## src/rtl/core/tle_pkg.sv

```systemverilog
// Shared types, constants and helper functions of the terminal line editor.
// No dependencies; every other file of the block but tle_ram uses this package.
package tle_pkg;

   // line store geometry
   localparam int LINE_DEPTH = 32;
   localparam int ADDR_W     = $clog2(LINE_DEPTH);
   localparam int CNT_W      = $clog2(LINE_DEPTH + 1);

   // width of the limit register
   localparam int LIMIT_W    = 5;
   localparam logic [LIMIT_W-1:0] LIMIT_RESET = LIMIT_W'(25);

   // special characters
   localparam logic [7:0] CHAR_BS    = 8'd8;
   localparam logic [7:0] CHAR_LF    = 8'd10;
   localparam logic [7:0] CHAR_CR    = 8'd13;
   localparam logic [7:0] CHAR_SPACE = 8'd32;
   localparam logic [7:0] CHAR_BANG  = 8'd33;
   localparam logic [7:0] CHAR_PLUS  = 8'd43;
   localparam logic [7:0] CHAR_MINUS = 8'd45;
   localparam logic [7:0] CHAR_DOT   = 8'd46;
   localparam logic [7:0] CHAR_DEL   = 8'd127;
   localparam logic [7:0] CHAR_0     = 8'd48;
   localparam logic [7:0] CHAR_9     = 8'd57;
   localparam logic [7:0] CHAR_UA    = 8'd65;
   localparam logic [7:0] CHAR_UZ    = 8'd90;
   localparam logic [7:0] CHAR_LA    = 8'd97;
   localparam logic [7:0] CHAR_LZ    = 8'd122;

   // result destinations
   localparam logic DEST_CONSOLE = 1'b0;
   localparam logic DEST_LINK    = 1'b1;

   // command kinds handed from front to back
   typedef enum logic [1:0] {
      KIND_IGNORE,
      KIND_STORE,
      KIND_ERASE,
      KIND_END
   } kind_type;

   typedef struct packed {
      kind_type   kind;
      logic [7:0] data;
   } cmd_type;

   typedef struct packed {
      logic       dest;
      logic [7:0] data;
      logic       last;
   } rsp_type;

   // back-end sequencer states
   typedef enum logic [2:0] {
      ST_IDLE,
      ST_BS1,
      ST_SP,
      ST_BS2,
      ST_ECHO,
      ST_FLUSH
   } state_type;

   // byte classification
   function automatic kind_type classify(input logic [7:0] c);
      kind_type k;
      k = KIND_IGNORE;
      if (c == CHAR_CR || c == CHAR_LF) begin
         k = KIND_END;
      end else if (c == CHAR_BS || c == CHAR_DEL) begin
         k = KIND_ERASE;
      end else if ((c >= CHAR_UA && c <= CHAR_UZ) || (c >= CHAR_LA && c <= CHAR_LZ) ||
                   (c >= CHAR_0 && c <= CHAR_9) || c == CHAR_SPACE || c == CHAR_BANG ||
                   c == CHAR_DOT || c == CHAR_PLUS || c == CHAR_MINUS) begin
         k = KIND_STORE;
      end
      return k;
   endfunction

   // effective limit: zero acts as one, clipped to the store depth
   function automatic logic [CNT_W-1:0] limit(input logic [LIMIT_W-1:0] m);
      logic [CNT_W-1:0] l;
      if (m == '0) begin
         l = CNT_W'(1);
      end else if (int'(m) > LINE_DEPTH) begin
         l = CNT_W'(LINE_DEPTH);
      end else begin
         l = CNT_W'(m);
      end
      return l;
   endfunction

endpackage

```

## src/rtl/core/terminal_line_editor_unit.sv

```systemverilog
// Terminal line editor: received console bytes in, echo and line bytes out.
// An ignored byte is dropped on transfer. A stored character is echoed into
// the result queue, an erase of a stored byte gives three results, and an
// ended line drains one byte per cycle from the single read port of the line
// store while the result queue has space. A two-entry command queue parts
// the classifying front end from the sequencer, and a two-entry result queue
// lets input transfers continue while results wait to be taken.
// Depends on tle_pkg, tle_front, tle_cmd_queue, tle_back and tle_ram.
module terminal_line_editor_unit (
   input  logic                        clock,
   input  logic                        reset,
   input  logic                        push,
   output logic                        full,
   input  logic [7:0]                  req_rx_byte,
   output logic                        empty,
   input  logic                        pop,
   output logic                        rsp_dest,
   output logic [7:0]                  rsp_out_byte,
   output logic                        rsp_last,
   input  logic                        csr_wr_en,
   input  logic [tle_pkg::LIMIT_W-1:0] csr_wr_data
);

   logic             cmd_push;
   logic             cmd_full;
   logic             cmd_pop;
   logic             cmd_empty;
   tle_pkg::cmd_type front_cmd;
   tle_pkg::cmd_type queue_cmd;
   tle_pkg::rsp_type rsp;

   tle_front u_front (
      .push        (push),
      .req_rx_byte (req_rx_byte),
      .full        (full),
      .cmd_full    (cmd_full),
      .cmd_push    (cmd_push),
      .cmd         (front_cmd)
   );

   tle_cmd_queue u_cmd_queue (
      .clock    (clock),
      .reset    (reset),
      .push     (cmd_push),
      .push_cmd (front_cmd),
      .full     (cmd_full),
      .pop      (cmd_pop),
      .pop_cmd  (queue_cmd),
      .empty    (cmd_empty)
   );

   tle_back u_back (
      .clock       (clock),
      .reset       (reset),
      .csr_wr_en   (csr_wr_en),
      .csr_wr_data (csr_wr_data),
      .cmd_empty   (cmd_empty),
      .cmd         (queue_cmd),
      .cmd_pop     (cmd_pop),
      .empty       (empty),
      .pop         (pop),
      .rsp         (rsp)
   );

   assign rsp_dest     = rsp.dest;
   assign rsp_out_byte = rsp.data;
   assign rsp_last     = rsp.last;

endmodule

```

## src/rtl/core/tle_ram.sv

```systemverilog
// Generic single-write, single-read RAM with registered read data.
// No dependencies.
module tle_ram #(
   parameter int WIDTH = 8,
   parameter int DEPTH = 32
) (
   input  logic                     clock,
   input  logic                     wr_en,
   input  logic [$clog2(DEPTH)-1:0] wr_addr,
   input  logic [WIDTH-1:0]         wr_data,
   input  logic                     rd_en,
   input  logic [$clog2(DEPTH)-1:0] rd_addr,
   output logic [WIDTH-1:0]         rd_data
);

   logic [WIDTH-1:0] mem_ff [DEPTH];
   logic [WIDTH-1:0] rd_data_ff;

   // write port
   always_ff @(posedge clock) begin
      if (wr_en) begin
         mem_ff[wr_addr] <= wr_data;
      end
   end

   // registered read, holds while not enabled
   always_ff @(posedge clock) begin
      if (rd_en) begin
         rd_data_ff <= mem_ff[rd_addr];
      end
   end

   assign rd_data = rd_data_ff;

endmodule

```

## src/rtl/core/tle_front.sv

```systemverilog
// Front end: accepts received bytes, classifies them and enqueues commands.
// Depends on tle_pkg.
module tle_front (
   input  logic             push,
   input  logic [7:0]       req_rx_byte,
   output logic             full,
   input  logic             cmd_full,
   output logic             cmd_push,
   output tle_pkg::cmd_type cmd
);

   tle_pkg::kind_type kind;

   // classify the incoming byte
   always_comb begin
      kind     = tle_pkg::classify(req_rx_byte);
      cmd.kind = kind;
      cmd.data = req_rx_byte;
   end

   // ignored bytes are taken and dropped here
   assign full     = cmd_full;
   assign cmd_push = push && !cmd_full && (kind != tle_pkg::KIND_IGNORE);

endmodule

```

## src/rtl/core/tle_cmd_queue.sv

```systemverilog
// Two-entry command queue between the front and back ends.
// Depends on tle_pkg.
module tle_cmd_queue (
   input  logic             clock,
   input  logic             reset,
   input  logic             push,
   input  tle_pkg::cmd_type push_cmd,
   output logic             full,
   input  logic             pop,
   output tle_pkg::cmd_type pop_cmd,
   output logic             empty
);

   tle_pkg::cmd_type entry_ff [2];
   logic       wptr_ff, wptr_in;
   logic       rptr_ff, rptr_in;
   logic [1:0] cnt_ff, cnt_in;
   logic       do_push, do_pop;

   assign full    = (cnt_ff == 2'd2);
   assign empty   = (cnt_ff == 2'd0);
   assign pop_cmd = entry_ff[rptr_ff];
   assign do_push = push && !full;
   assign do_pop  = pop && !empty;

   // pointer and fill bookkeeping
   always_comb begin
      wptr_in = do_push ? ~wptr_ff : wptr_ff;
      rptr_in = do_pop ? ~rptr_ff : rptr_ff;
      cnt_in  = cnt_ff + {1'b0, do_push} - {1'b0, do_pop};
   end

   always_ff @(posedge clock) begin
      if (reset) begin
         wptr_ff <= 1'b0;
         rptr_ff <= 1'b0;
         cnt_ff  <= 2'd0;
      end else begin
         wptr_ff <= wptr_in;
         rptr_ff <= rptr_in;
         cnt_ff  <= cnt_in;
      end
   end

   // entry storage
   always_ff @(posedge clock) begin
      if (do_push) begin
         entry_ff[wptr_ff] <= push_cmd;
      end
   end

endmodule

```

## src/rtl/core/tle_back.sv

```systemverilog
// Back end: carries out commands, owns the line store, count and limit,
// and buffers results in a two-entry output queue.
// Depends on tle_pkg and tle_ram.
module tle_back (
   input  logic                          clock,
   input  logic                          reset,
   input  logic                          csr_wr_en,
   input  logic [tle_pkg::LIMIT_W-1:0]   csr_wr_data,
   input  logic                          cmd_empty,
   input  tle_pkg::cmd_type              cmd,
   output logic                          cmd_pop,
   output logic                          empty,
   input  logic                          pop,
   output tle_pkg::rsp_type              rsp
);

   localparam int CW = tle_pkg::CNT_W;
   localparam int AW = tle_pkg::ADDR_W;

   tle_pkg::state_type state_ff, state_in;
   logic [tle_pkg::LIMIT_W-1:0] max_chars_ff;
   logic [CW-1:0] count_ff, count_in;
   logic [CW-1:0] idx_ff, idx_in;
   logic          rd_valid_ff, rd_valid_in;
   logic          final_ff, final_in;
   logic [7:0]    byte_ff, byte_in;
   logic [CW-1:0] lim;
   logic [CW-1:0] count_inc;

   // line store ports
   logic          ram_wr_en;
   logic          ram_rd_en;
   logic [7:0]    ram_rd_data;

   // output queue
   tle_pkg::rsp_type out_q_ff [2];
   logic       owptr_ff, orptr_ff;
   logic [1:0] ocnt_ff;
   logic       space;
   logic       rsp_push;
   tle_pkg::rsp_type rsp_item;
   logic       do_pop;

   assign lim       = tle_pkg::limit(max_chars_ff);
   assign count_inc = count_ff + CW'(1);
   assign space     = (ocnt_ff != 2'd2);
   assign empty     = (ocnt_ff == 2'd0);
   assign rsp       = out_q_ff[orptr_ff];
   assign do_pop    = pop && !empty;

   // limit register
   always_ff @(posedge clock) begin
      if (reset) begin
         max_chars_ff <= tle_pkg::LIMIT_RESET;
      end else if (csr_wr_en) begin
         max_chars_ff <= csr_wr_data;
      end
   end

   tle_ram #(
      .WIDTH (8),
      .DEPTH (tle_pkg::LINE_DEPTH)
   ) u_line_store (
      .clock   (clock),
      .wr_en   (ram_wr_en),
      .wr_addr (count_ff[AW-1:0]),
      .wr_data (byte_ff),
      .rd_en   (ram_rd_en),
      .rd_addr (idx_ff[AW-1:0]),
      .rd_data (ram_rd_data)
   );

   // sequencer next state and outputs
   always_comb begin
      state_in    = state_ff;
      count_in    = count_ff;
      idx_in      = idx_ff;
      rd_valid_in = rd_valid_ff;
      final_in    = final_ff;
      byte_in     = byte_ff;
      cmd_pop     = 1'b0;
      ram_wr_en   = 1'b0;
      ram_rd_en   = 1'b0;
      rsp_push    = 1'b0;
      rsp_item    = '{dest: tle_pkg::DEST_CONSOLE, data: tle_pkg::CHAR_BS, last: 1'b0};
      case (state_ff)
         tle_pkg::ST_IDLE: begin
            if (!cmd_empty) begin
               cmd_pop     = 1'b1;
               idx_in      = '0;
               rd_valid_in = 1'b0;
               case (cmd.kind)
                  tle_pkg::KIND_END: begin
                     if (count_ff != '0) begin
                        final_in = 1'b1;
                        state_in = tle_pkg::ST_FLUSH;
                     end
                  end
                  tle_pkg::KIND_ERASE: begin
                     if (count_ff != '0) begin
                        count_in = count_ff - CW'(1);
                        state_in = tle_pkg::ST_BS1;
                     end
                  end
                  tle_pkg::KIND_STORE: begin
                     byte_in = cmd.data;
                     if (count_ff >= lim) begin
                        // line already at the limit: send it before the echo
                        final_in = 1'b0;
                        state_in = tle_pkg::ST_FLUSH;
                     end else begin
                        state_in = tle_pkg::ST_ECHO;
                     end
                  end
                  default: begin
                  end
               endcase
            end
         end
         tle_pkg::ST_BS1: begin
            if (space) begin
               rsp_push = 1'b1;
               state_in = tle_pkg::ST_SP;
            end
         end
         tle_pkg::ST_SP: begin
            rsp_item.data = tle_pkg::CHAR_SPACE;
            if (space) begin
               rsp_push = 1'b1;
               state_in = tle_pkg::ST_BS2;
            end
         end
         tle_pkg::ST_BS2: begin
            rsp_item.last = 1'b1;
            if (space) begin
               rsp_push = 1'b1;
               state_in = tle_pkg::ST_IDLE;
            end
         end
         tle_pkg::ST_ECHO: begin
            // echo, store, and end the line when the limit is reached
            rsp_item.data = byte_ff;
            rsp_item.last = (count_inc < lim);
            if (space) begin
               rsp_push  = 1'b1;
               ram_wr_en = 1'b1;
               count_in  = count_inc;
               if (count_inc >= lim) begin
                  final_in    = 1'b1;
                  idx_in      = '0;
                  rd_valid_in = 1'b0;
                  state_in    = tle_pkg::ST_FLUSH;
               end else begin
                  state_in = tle_pkg::ST_IDLE;
               end
            end
         end
         tle_pkg::ST_FLUSH: begin
            // one read in flight; a new read issues as the held byte leaves
            rsp_item.dest = tle_pkg::DEST_LINK;
            rsp_item.data = ram_rd_data;
            rsp_item.last = final_ff && (idx_ff == count_ff);
            rsp_push      = rd_valid_ff && space;
            ram_rd_en     = (idx_ff < count_ff) && (!rd_valid_ff || rsp_push);
            if (ram_rd_en) begin
               idx_in      = idx_ff + CW'(1);
               rd_valid_in = 1'b1;
            end else if (rsp_push) begin
               rd_valid_in = 1'b0;
            end
            if (rsp_push && idx_ff == count_ff) begin
               count_in = '0;
               state_in = final_ff ? tle_pkg::ST_IDLE : tle_pkg::ST_ECHO;
            end
         end
         default: begin
            state_in = tle_pkg::ST_IDLE;
         end
      endcase
   end

   always_ff @(posedge clock) begin
      if (reset) begin
         state_ff    <= tle_pkg::ST_IDLE;
         count_ff    <= '0;
         idx_ff      <= '0;
         rd_valid_ff <= 1'b0;
         final_ff    <= 1'b0;
      end else begin
         state_ff    <= state_in;
         count_ff    <= count_in;
         idx_ff      <= idx_in;
         rd_valid_ff <= rd_valid_in;
         final_ff    <= final_in;
      end
   end

   always_ff @(posedge clock) begin
      byte_ff <= byte_in;
   end

   // output queue bookkeeping
   always_ff @(posedge clock) begin
      if (reset) begin
         owptr_ff <= 1'b0;
         orptr_ff <= 1'b0;
         ocnt_ff  <= 2'd0;
      end else begin
         if (rsp_push) begin
            owptr_ff <= ~owptr_ff;
         end
         if (do_pop) begin
            orptr_ff <= ~orptr_ff;
         end
         ocnt_ff <= ocnt_ff + {1'b0, rsp_push} - {1'b0, do_pop};
      end
   end

   always_ff @(posedge clock) begin
      if (rsp_push) begin
         out_q_ff[owptr_ff] <= rsp_item;
      end
   end

endmodule
```

## config.mk

```make
export PLATFORM = sky130hd
export DESIGN_NAME = terminal_line_editor_unit
export DESIGN_NICKNAME = d
export VERILOG_FILES = /design/src/rtl/core/tle_pkg.sv /design/src/rtl/core/terminal_line_editor_unit.sv /design/src/rtl/core/tle_ram.sv /design/src/rtl/core/tle_front.sv /design/src/rtl/core/tle_cmd_queue.sv /design/src/rtl/core/tle_back.sv
export SDC_FILE = /design/constraint.sdc
export NUM_CORES = 1
export LEC_CHECK = 0
export BUFFER_PORTS_ARGS = -buffer_cell sky130_fd_sc_hd__buf_2
export CORE_AREA = 2 2 180 138
export DETAILED_ROUTE_END_ITERATION = 8
export DIE_AREA = 0 0 182 140
export PLACE_DENSITY = 0.78
export SLEW_MARGIN = 20
export SYNTH_ARGS = -nofsm -noshare
export SYNTH_HDL_FRONTEND = slang
export SYNTH_SLANG_ARGS = --single-unit
export TNS_END_PERCENT = 30
```

## constraint.sdc

```tcl
create_clock -name clock -period 3.19 [get_ports clock]
set_input_delay 0.1595 -clock clock [delete_from_list [all_inputs] [get_ports clock]]
set_output_delay 0.1595 -clock clock [all_outputs]
set_load 0.05 [all_outputs]
```

[After elaboration in Yosys (flattened, before gate mapping)]
Memory sizes are Yosys's and may differ from the RTL's. A register that Yosys moved wholly into a read port is not among the register bits.
Index checks and enable logic that the tools add are counted.
Word-level totals
  bits in registers: 38
  latch bits: 0
  RAM bits: 296
  ROM bits: 0
  bits of input ports: 18
  logic and storage cells: 175
  memories kept: 3
Memories
  u_back.u_line_store.mem_ff: depth 32, bits a word 8, rd ports 1, clocked after memory_dff 1, write ports 1, RTL line tle_ram.sv:16  | logic [WIDTH-1:0] mem_ff [DEPTH];
  u_back.out_q_ff: depth 2, bits a word 10, rd ports 1, clocked after memory_dff 1, write ports 1, RTL line tle_back.sv:36  | tle_pkg::rsp_type out_q_ff [2];
  u_cmd_queue.entry_ff: depth 2, bits a word 10, rd ports 1, clocked after memory_dff 1, write ports 1, RTL line tle_cmd_queue.sv:14  | tle_pkg::cmd_type entry_ff [2];
Operators by class
  add/subtract/negate cells: 7
  multipliers: 0
  div/mod/pow operators: 0
  $lt $le $gt $ge: 10
  eq/ne operators: 36
  shift operators: 0
  mux-type cells: 60
  bitwise logic cells: 5
  reductions and logical operators: 41
Operators by type and width (number)
  6-bit two-way mux: 9
  8-bit by 6-bit == test with 1-bit output, second input constant: 5
  6-bit case mux with 3 select lines: 2
  3-bit two-way mux: 10
  1-bit two-way mux: 28
  8-bit by 4-bit == test with 1-bit output, second input constant: 3
  8-bit case mux with 3 select lines: 1
  3-bit case mux with 6 select lines: 1
  8-bit by 7-bit greater-or-equal comparator with 1-bit output, second input constant: 2
  8-bit by 7-bit <= comparator with 1-bit output, second input constant: 2
  2-bit by 1-bit != test with 1-bit output, second input constant: 8
  6-bit by 1-bit adder with 6-bit output, second input constant: 2
  6-bit by 5-bit greater-or-equal comparator with 1-bit output: 2
  1-bit logical AND: 12
  1-bit logical OR: 10
  5-bit AND reduction: 2
  3-bit by 2-bit != test with 1-bit output, second input constant: 3
  3-bit case mux with 3 select lines: 1
  9-bit AND reduction: 1
  8-bit by 7-bit == test with 1-bit output, second input constant: 1
  8-bit by 6-bit greater-or-equal comparator with 1-bit output, second input constant: 1
  8-bit by 6-bit <= comparator with 1-bit output, second input constant: 1
  7-bit AND reduction: 1
  2-bit == test, second input constant: 3
  29 further kinds: 48

[Logic depth before layout (Yosys ltp)]
Gate-level depths: netlist of the first run.
  word-level depth: 17
  mapped depth: 11

[Modules after synthesis]
Synthesis of the first run repeated with hierarchy kept, for this count alone.
Unflattened totals
  cell total of the unflattened synthesis: 865
  area, all modules: 14727.9 µm²
By module, submodules not included
  tle_ram: times used 1, cells each 417, area each 10133.5 µm²
  tle_back: times used 1, cells each 345, area each 3313.2 µm²
  tle_cmd_queue: times used 1, cells each 58, area each 953.4 µm²
  tle_front: times used 1, cells each 45, area each 327.8 µm²

[Least setup slack after synthesis of the first run]
OpenSTA, ideal clock, no wires.
  path type: register -> register
  from: register u_back.count_ff[0]
  to: register u_back.rd_valid_ff
  library setup time: 0.074 ns
  arrival time: 2.492 ns
  data required time: 3.116 ns
  slack: 0.624 ns
  cell stages (with the launch flop): 11
  path buffers: 1
  clock period less this slack: 2.566 ns
  cell sequence: dfxtp_1 buf_2 inv_1 ha_1 ha_1 a21boi_0 o21ba_2 nor4b_1 a21oi_1 a31o_1 a31oi_1
On the way
  cells in the longest elaborated chain, start to end: 4
Ends and longest elaborated chain
  from (decl): RTL line tle_back.sv:22  | logic [CW-1:0] count_ff, count_in;
  from (signal assigned): RTL line tle_back.sv:191  | count_ff <= count_in;
  6-bit by 1-bit adder with 6-bit output or 6-bit < comparator (tied branches): RTL line tle_back.sv:45, tle_back.sv:164
  6-bit by 5-bit greater-or-equal comparator with 1-bit output or 1-bit logical AND (tied branches): RTL line tle_back.sv:148, tle_back.sv:164
  2-bit by 1-bit != test with 1-bit output (no source line) (tied with other cells)
  5-bit AND reduction (no source line) or 1-bit case mux with 3 select lines (tied branches)
  to (signal assigned): RTL line tle_back.sv:193  | rd_valid_ff <= rd_valid_in;
  to (decl): RTL line tle_back.sv:24  | logic rd_valid_ff, rd_valid_in;
Several ways; a longest one is shown, not always the timed one.
A chain may end at the register's enable or synchronous reset.

[Final worst setup path of the first run]
  from: register u_back.count_ff[1]
  to: register u_back.idx_ff[1]
On the way
  cells in the longest elaborated chain, start to end: 4
Ends and longest elaborated chain
  6-bit by 1-bit adder with 6-bit output or 6-bit < comparator (tied branches): RTL line tle_back.sv:45, tle_back.sv:164
  6-bit by 5-bit greater-or-equal comparator with 1-bit output or 1-bit logical AND (tied branches): RTL line tle_back.sv:148, tle_back.sv:164
  2-bit by 1-bit != test with 1-bit output (no source line)
  5-bit AND reduction (no source line) *
  to (signal assigned): RTL line tle_back.sv:192  | idx_ff <= idx_in;
  to (decl): RTL line tle_back.sv:23  | logic [CW-1:0] idx_ff, idx_in;
Mark *: on every way between the ends. The rest lies on a longest branch, timed or not.

==> summary.md, run 1 <==
| Metric | Value |
|---|---|
| Outcome | complete, no violations |
| Die X | 182 um |
| Post-DRT Antenna Nets | 0 |
| Critical path endpoint category | flop |
| Critical Path RT | about 3.5 ns |
| Share of layout cells above drive strength 1 | 25.0% |
| Min Tclk post-route | 2.89 ns |
| Iteration-0 DRC Markers | just over 800 |
| PortBufs | 29 |
| CTS Hold Bufs | 17 |
| Max-cap violations | 0 |
| Largest net degree at the start of global routing | 34 |
| Yosys warns | 0 |
| Die H | 140 um |
| H-tree levels | 2 |
| Placer Congestion | 0.905 |
| Fin. max-slew vios | 0 |
| RSZ-0062 raised after global routing | no |
| Min-Delay Path Depth | 3 |
| Vias | approximately 8k |
| Post-DP HPWL | about 20000 um |
| Cells after Synth | about 840 |
| Clock sinks | ~340 |
| First-pass GRT wire length | 47600 um |
| CP max-delay cell | dfxtp_1 |
| FF-to-FF End | u_back.idx_ff[1] |
| Core area | roughly 24000 sq um |
| WL per Instance | between 20 and 25 um |
| EDFF count, synth | 312 |
| Number of setup buffers added after CTS | 0 |
| Crit-path cells | ha_1 > nand3_1 > xnor2_1 > ha_1 > a21oi_1 > or3b_1 > o311ai_2 > buf_4 > or2_2 > a21oi_1 |
| Vias/cell | ~6.3 |
| CTS tree | yes |
| Clk_lat worst skew | around 0.52 ns |
| CTS max path bufs | 3 |
| Setup Viol. Count Final | 0 |
| Startpoint types | flop |
| Most frequent cells in the layout | edfxtp_1 (312), mux4_2 (78), nor2_1 (71), buf_4 (44), clkbuf_16 (35) |
| Synth Cell Area | about 14000 sq um |
| Synthesis-to-layout area growth | 13.5% |
| Syn avg cell area | between 15 and 20 sq um |
| Max Clk Rate | about 350 MHz |
| Delay-heaviest family, CP | simple AND/OR/NAND/NOR gates |
| Finished Core Util | between 60% and 70% |
| Setup ws final | a little under 0.3 ns |
| DRC | 0 |
| TritonCTS Buffers | 34 |
| Part of the cycle the worst path needs | between 90% and 100% |
| Die ar. | approximately 25000 sq um |
| Worst Path Arrival | between 3 and 4 ns |
| Worst min path class | input pin to flop |
| Levels on crit path | 10 |
| Final Hold Viols | 0 |
| Leakage | about 0.0054 uW |
| Vias in the first global route | around 8.1k |
| Setup WS pre-CTS | 0.353 ns |
| Total gr overflow | 0 |
| Synth Net Count | 888 |
| Unique masters post-synth | 65 |
| Critical path class | flop to flop |
| Reg-to-reg slack, setup | slightly below 0.3 ns |
| Slew @ Worst Pin | between 0.8 and 0.9 ns |
| Crit Path Max Fanout | 11 |
| Reg2reg start | u_back.count_ff[1] |
| Nets | 972 |
| Gr usage total | 25.1% |
| DRT Pass-1 Iters | 7 |
| TNS Setup | 0 ns |
| Synth async-reset ratio | 0% |
| Worst hold path startpoint | csr_wr_en |
| Root buffer cell | clkbuf_16 |
| Register area share after synthesis | between 60% and 70% |
| Seq cells post-synth | ~340 |
| Worst Skew | about 0.028 ns |
| Starting density of the core | approximately three fifths |
| Slew HR | 43.8% |
| Top FF cell, synth | edfxtp_1 |
| Routed WL | a little over 30000 um |
| Ant diodes | 0 |
| Row count | 49 |
| Worst r2r path cells | 10 |
| Commonest non-fill, non-tap cell in the layout | edfxtp_1 |
| Crit-path max cell delay | about 0.52 ns |
| Resized cells post-CTS | 0 |
| Power per cell area | approximately 740 nW/um^2 |
| CTS clk-pin slew, worst paths | ~0.06 ns |
| Hold Path End | u_back.max_chars_ff[2] |
| Bufs and invs on worst path | 1 |
| VDD IR max | between 400 and 500 uV |
| # IOs | 30 |
| Initial antenna violation count | 0 |
-- cell families (layout without fill, tap and decap cells) --
| family | Yosys count | count (layout) | synth area share (%) |
|---|---|---|---|
| buffers and inverters | 71 | 178 | 2.19 |
| muxes | 120 | 120 | 15.5 |
| xor gates and xnor gates | 14 | 14 | 0.847 |
| and+or+nand+nor | 171 | 171 | 5.53 |
| adders and majority gates | 29 | 29 | 2.51 |
| DFF | 344 | 344 | 69.1 |
| AOI/OAI and AO/OA | 92 | 92 | 4.33 |
-- power by group --
group / internal (uW) / total [uW] / switching [uW]
clock network: 2350 / 3950 / 1600
logic: 1060 / 2620 / 1570
registers: 5360 / 5620 / 256
total: 8760 / 12200 / 3420
-- synthesized netlist by cell type, types with 6 or more instances --
cell / count / area (sq um)
dfxtp_1: 32 / 641
o21ai_0: 13 / 65.1
mux4_2: 78 / 1760
buf_2: 8 / 40.0
nor2_1: 71 / 267
a21oi_1: 26 / 130
nor2b_1: 12 / 75.1
mux2_2: 27 / 304
nand2_1: 31 / 116
nand3_1: 15 / 75.1
clkbuf_1: 25 / 93.8
or3_1: 6 / 37.5
ha_1: 29 / 363
mux2i_1: 13 / 130
nor3_1: 12 / 60.1
edfxtp_1: 312 / 9370
xnor2_1: 11 / 96.3
o21ai_1: 6 / 30.0
inv_1: 26 / 97.6
-- sequential cells by signal, indices dropped and copies added, names as in the netlist, named ones only --
name and flops:
u_back.count_ff 6, u_back.final_ff 1, u_back.orptr_ff 1, u_back.out_q_ff 20, u_back.owptr_ff 1, u_cmd_queue.entry_ff 20, u_back.rd_valid_ff 1, u_back.state_ff 3
u_back.max_chars_ff 5, u_cmd_queue.cnt_ff 2, u_back.u_line_store.rd_data 8, u_back.u_line_store.mem_ff 256, u_cmd_queue.wptr_ff 1, u_back.idx_ff 6, u_back.ocnt_ff 2, u_cmd_queue.rptr_ff 1
u_back.byte_ff 8
-- layer usage --
metal / GRT usage, % / part of all wire (%) / up-vias
li1: - / - / 3489
met1: 37.3 / 42 / 4007
met2: 38.7 / 46 / 388
met3: 6.24 / 11 / 43
met4: 5.31 / 1.5 / 0
met5: 0 / 0 / -
-- metrics by stage --
step | area, sq um | hold slack [ns] | total power [uW] | cells
2_1_floorplan | 14500 | 0.231 | 7530 | 841
3_3_place_gp | 15200 | 0.386 | 8180 | 1178
3_5_place_dp | 15200 | 0.391 | 8280 | 1178
4_1_cts | 16400 | 0.0123 | 12200 | 1254
5_1_grt | 16400 | 0.0547 | 12600 | 1254
6_report | 16400 | 0.0341 | 12200 | 1254
-- how the worst max path moves through the flow --
stage,startpoint,endpoint
after floorplan,u_back.count_ff[0],u_back.rd_valid_ff
after global placement,u_back.count_ff[1],u_back.idx_ff[1]
after detailed placement,u_back.count_ff[1],u_back.idx_ff[1]
after CTS,u_back.count_ff[1],u_back.idx_ff[1]
after global routing,u_back.count_ff[1],u_back.idx_ff[3]
final,u_back.count_ff[1],u_back.idx_ff[1]
-- worst min-delay path, cell delays in order --
cell	delay, ns
buf_2	0.18
mux2i_1	0.10
nor2_1	0.07
-- layout make-up --
cell class | count | area (sq um)
repair buffers | 92 | 686
clock buffers | 45 | 913
multi-input cells | 426 | 4160
well taps | 306 | 383
clock inverters | 14 | 178
fillers | 1478 | 7230
inverters | 27 | 101
flip-flops and latches | 344 | 10000
No activity file was read; power rests on OpenSTA's default activity.
==> run 2: changes to the inputs <==
--- a/config.mk
+++ b/config.mk
@@ -5,11 +5,11 @@
 export SDC_FILE = /design/constraint.sdc
 export NUM_CORES = 1
 export LEC_CHECK = 0
+export ABC_AREA = 1
 export BUFFER_PORTS_ARGS = -buffer_cell sky130_fd_sc_hd__buf_2
-export CORE_AREA = 2 2 180 138
+export CORE_AREA = 2 2 264 201
 export DETAILED_ROUTE_END_ITERATION = 8
-export DIE_AREA = 0 0 182 140
-export PLACE_DENSITY = 0.78
+export DIE_AREA = 0 0 266 203
 export SLEW_MARGIN = 20
 export SYNTH_ARGS = -nofsm -noshare
 export SYNTH_HDL_FRONTEND = slang
==> run 2 against run 1 <==
Utilization decreased by 36 points. Sequential share of layout area shrank 2.8 points. Sequential power fell by 2%. Clock skew shrank 0.0084 ns. First-iteration DRC count rose by 26%. Worst setup slack improved by 0.40 ns. Combinational power grew 90%. Largest power group unchanged.
==> summary.md, run 2 <==
| Metric | Value |
|---|---|
| Outcome | complete, no violations (unchanged) |
| Worst Path Arrival | 2.63 ns (was 3.24 ns) |
| Yosys warns | 0 (unchanged) |
| Iteration-0 DRC Markers | 1014 (was 807) |
| Top FF cell, synth | edfxtp_1 (unchanged) |
| Power per cell area | 856 nW/um^2 (was 742 nW/um^2) |
| Root buffer cell | clkbuf_16 (unchanged) |
| Total gr overflow | 0 (unchanged) |
| DRC | 0 (unchanged) |
| Vias in the first global route | 9462 (was 8054) |
| Vias/cell | 4.84 (was 6.32) |
| Max reg flops | 256 (unchanged) |
| # IOs | 30 (unchanged) |
| Final Hold Viols | 0 (unchanged) |
| CTS max path bufs | 3 (unchanged) |
| Fin. max-slew vios | 0 (unchanged) |
| Fill cells | 4981 (was 1478) |
| PortBufs | 29 (unchanged) |
| Core area | 51200 sq um (was 23700 sq um) |
| Startpoint types | flop (unchanged) |
| Synth Cell Area | 14800 sq um (was 14500 sq um) |
| Nets | 1389 (was 972) |
| Cell with the most instances after synthesis | edfxtp_1 (unchanged) |
| Die ar. | 54000 sq um (was 25500 sq um) |
| Routed WL | 36100 um (was 31000 um) |
| Seq cells post-synth | 344 (unchanged) |
| Min Tclk post-route | 2.49 ns (was 2.89 ns) |
| Slew @ Worst Pin | 0.952 ns (was 0.843 ns) |
| Post-DP HPWL | 22300 um (was 20000 um) |
| Synth Net Count | 1320 (was 888) |
| WL per Instance | 17.8 um (was 24.8 um) |
| Critical path endpoint category | flop (unchanged) |
| Max Clk Rate | 402 MHz (was 346 MHz) |
| Area of the multi-input gates | 4200 sq um (was 4160 sq um) |
| CTS tree | yes (unchanged) |
| Die H | 203 um (was 140 um) |
| CTS clk-pin slew, worst paths | 0.07 ns (was 0.06 ns) |
| Synthesis-to-layout area growth | 16.4% (was 13.5%) |
| Share of layout cells above drive strength 1 | 13.7% (was 25.0%) |
| TNS Setup | 0 ns (unchanged) |
| Worst min path class | input pin to flop (unchanged) |
| Register area share after synthesis | 67.6% (was 69.1%) |
| Largest net degree at the start of global routing | 132 (was 34) |
| Syn avg cell area | 11.6 sq um (was 17.2 sq um) |
| Biggest regs | u_back.u_line_store.mem_ff: 256 flops, u_back.out_q_ff: 20 flops, u_cmd_queue.entry_ff: 20 flops (unchanged) |
| Reg2reg start | u_back.state_ff[0] (was u_back.count_ff[1]) |
| H-tree levels | 2 (unchanged) |
| Starting density of the core | 28.9% (was 61.2%) |
| First-pass GRT wire length | 55600 um (was 47600 um) |
| Most frequent cells in the layout | edfxtp_1 (312), nor2_1 (240), o21ai_0 (146), nand2_1 (115), inv_1 (69) (was edfxtp_1 (312), mux4_2 (78), nor2_1 (71), buf_4 (44), clkbuf_16 (35)) |
| Crit Path Max Fanout | 15 (was 11) |
| Clk_lat worst skew | 0.52 ns (about the same) |
| VDD IR max | 356 uV (was 481 uV) |
| Gr usage total | 13.3% (was 25.1%) |
| Ant diodes | 0 (unchanged) |
| Worst Skew | 0.0201 ns (was 0.0284 ns) |
| Cells after Synth | 1273 (was 841) |
| Synth async-reset ratio | 0% (unchanged) |
| TritonCTS Buffers | 34 (unchanged) |
| Placer Congestion | 0.868 (was 0.905) |
| Area share of the largest cell type after synthesis | 63.3% (was 64.7%) |
| Resized cells post-CTS | 0 (unchanged) |
| Critical path class | flop to flop (unchanged) |
| DRT Pass-1 Iters | 5 (was 7) |
| RSZ-0062 raised after global routing | no (unchanged) |
| Worst setup startpoint | u_back.state_ff[0] (was u_back.count_ff[1]) |
| Die X | 266 um (was 182 um) |
| Leading area contributor after synthesis | edfxtp_1 (unchanged) |
| Post-DRT Antenna Nets | 0 (unchanged) |
| Initial antenna violation count | 0 (unchanged) |
| Synth top cells by count | edfxtp_1 (312), nor2_1 (240), o21ai_0 (146) (was edfxtp_1 (312), mux4_2 (78), nor2_1 (71)) |
| Clock sinks | 344 (unchanged) |
| Register area | 10000 sq um (unchanged) |
| Setup Viol. Count Final | 0 (unchanged) |
| EDFF count, synth | 312 (unchanged) |
| Max-cap violations | 0 (unchanged) |
| Synth top area cells | edfxtp_1 (63%), nor2_1 (6.1%), o21ai_0 (4.9%) (was edfxtp_1 (65%), mux4_2 (12%), dfxtp_1 (4.4%)) |
| Most flops, register | u_back.u_line_store.mem_ff (unchanged) |
| Unique masters post-synth | 42 (was 65) |
| Slew HR | 36.3% (was 43.8%) |
| Critical Path RT | 3.33 ns (was 3.54 ns) |
| Leakage | 0.00598 uW (was 0.00541 uW) |
| Tot Pwr | 14800 uW (was 12200 uW) |
| Commonest non-fill, non-tap cell in the layout | edfxtp_1 (unchanged) |
| Worst hold path startpoint | pop (was csr_wr_en) |
| Vias | 9848 (was 7927) |
| Part of the cycle the worst path needs | 78.0% (was 90.7%) |
| Row count | 72 (was 49) |
-- run 2: what timing repair did --
action	4_1_cts	5_1_grt
setup buffers	0	0
hold endpoints to repair	21	0
hold buffers	21	0
endpoints found under the setup margin	0	0
-- run 2: stage by stage --
step	utilization (%)	hold WS, ns	cell area [sq um]	instances	setup WS (ns)
5_1_grt	33.7	0.0361	17200	2033	0.450
6_report	33.7	0.0290	17200	2033	0.702
2_1_floorplan	-	0.258	14800	1273	1.10
3_3_place_gp	31.0	0.377	15900	1951	0.836
3_5_place_dp	31.0	0.379	15900	1951	0.722
4_1_cts	33.7	0.00302	17200	2033	0.680
-- run 2: final cells by class --
class | instances | share of cell area [%]
Clock inverter | 20 | 1.46
Multi-Input combinational cell | 788 | 24.4
Timing Repair Buffer | 91 | 4.06
Inverter | 83 | 1.84
Clock buffer | 41 | 5.33
Sequential cell | 344 | 58.1
Tap cell | 666 | 4.83
-- run 2: path summary, 6_finish.rpt --
path	endpoint	slack, ns	cells past startpoint
setup / recovery	u_back.out_q_ff[1][7]	0.70	6
hold / removal	u_back.orptr_ff	0.03	4
setup reg to reg	u_back.out_q_ff[1][7]	0.70	6
hold reg to reg	flop	0.45	1
-- run 2: layer usage --
layer | vias up | global-route usage [%] | part of all wire [%]
li1 | 4684 | - | -
met1 | 4803 | 20.1 | 48
met2 | 323 | 19.9 | 44
met3 | 38 | 2.07 | 6.8
met4 | 0 | 3.01 | 1.4
met5 | - | 0 | 0
-- run 2: power breakdown --
group	internal [uW]	switching [uW]
registers	5330	202
logic	1530	3460
clock network	2540	1690
total	9400	5350
-- run 2: worst max-delay path, cell delays in order, from the launching register on --
cell     delay (ns)
dfxtp_1        0.48
inv_1          0.14
nor2_4         0.35
inv_1          0.26
o22ai_2        0.29
inv_1          0.09
nor2_2         0.49
-- run 2: cell families after synthesis --
| family | count (synthesis) | share of synthesized area (%) |
|---|---|---|
| simple gates | 451 | 13.1 |
| flops | 344 | 67.6 |
| compound gates | 281 | 10.9 |
| buf+inv | 141 | 4.01 |
| fa+ha+maj | 29 | 2.45 |
| mux | 18 | 1.37 |
| xor+xnor | 9 | 0.532 |
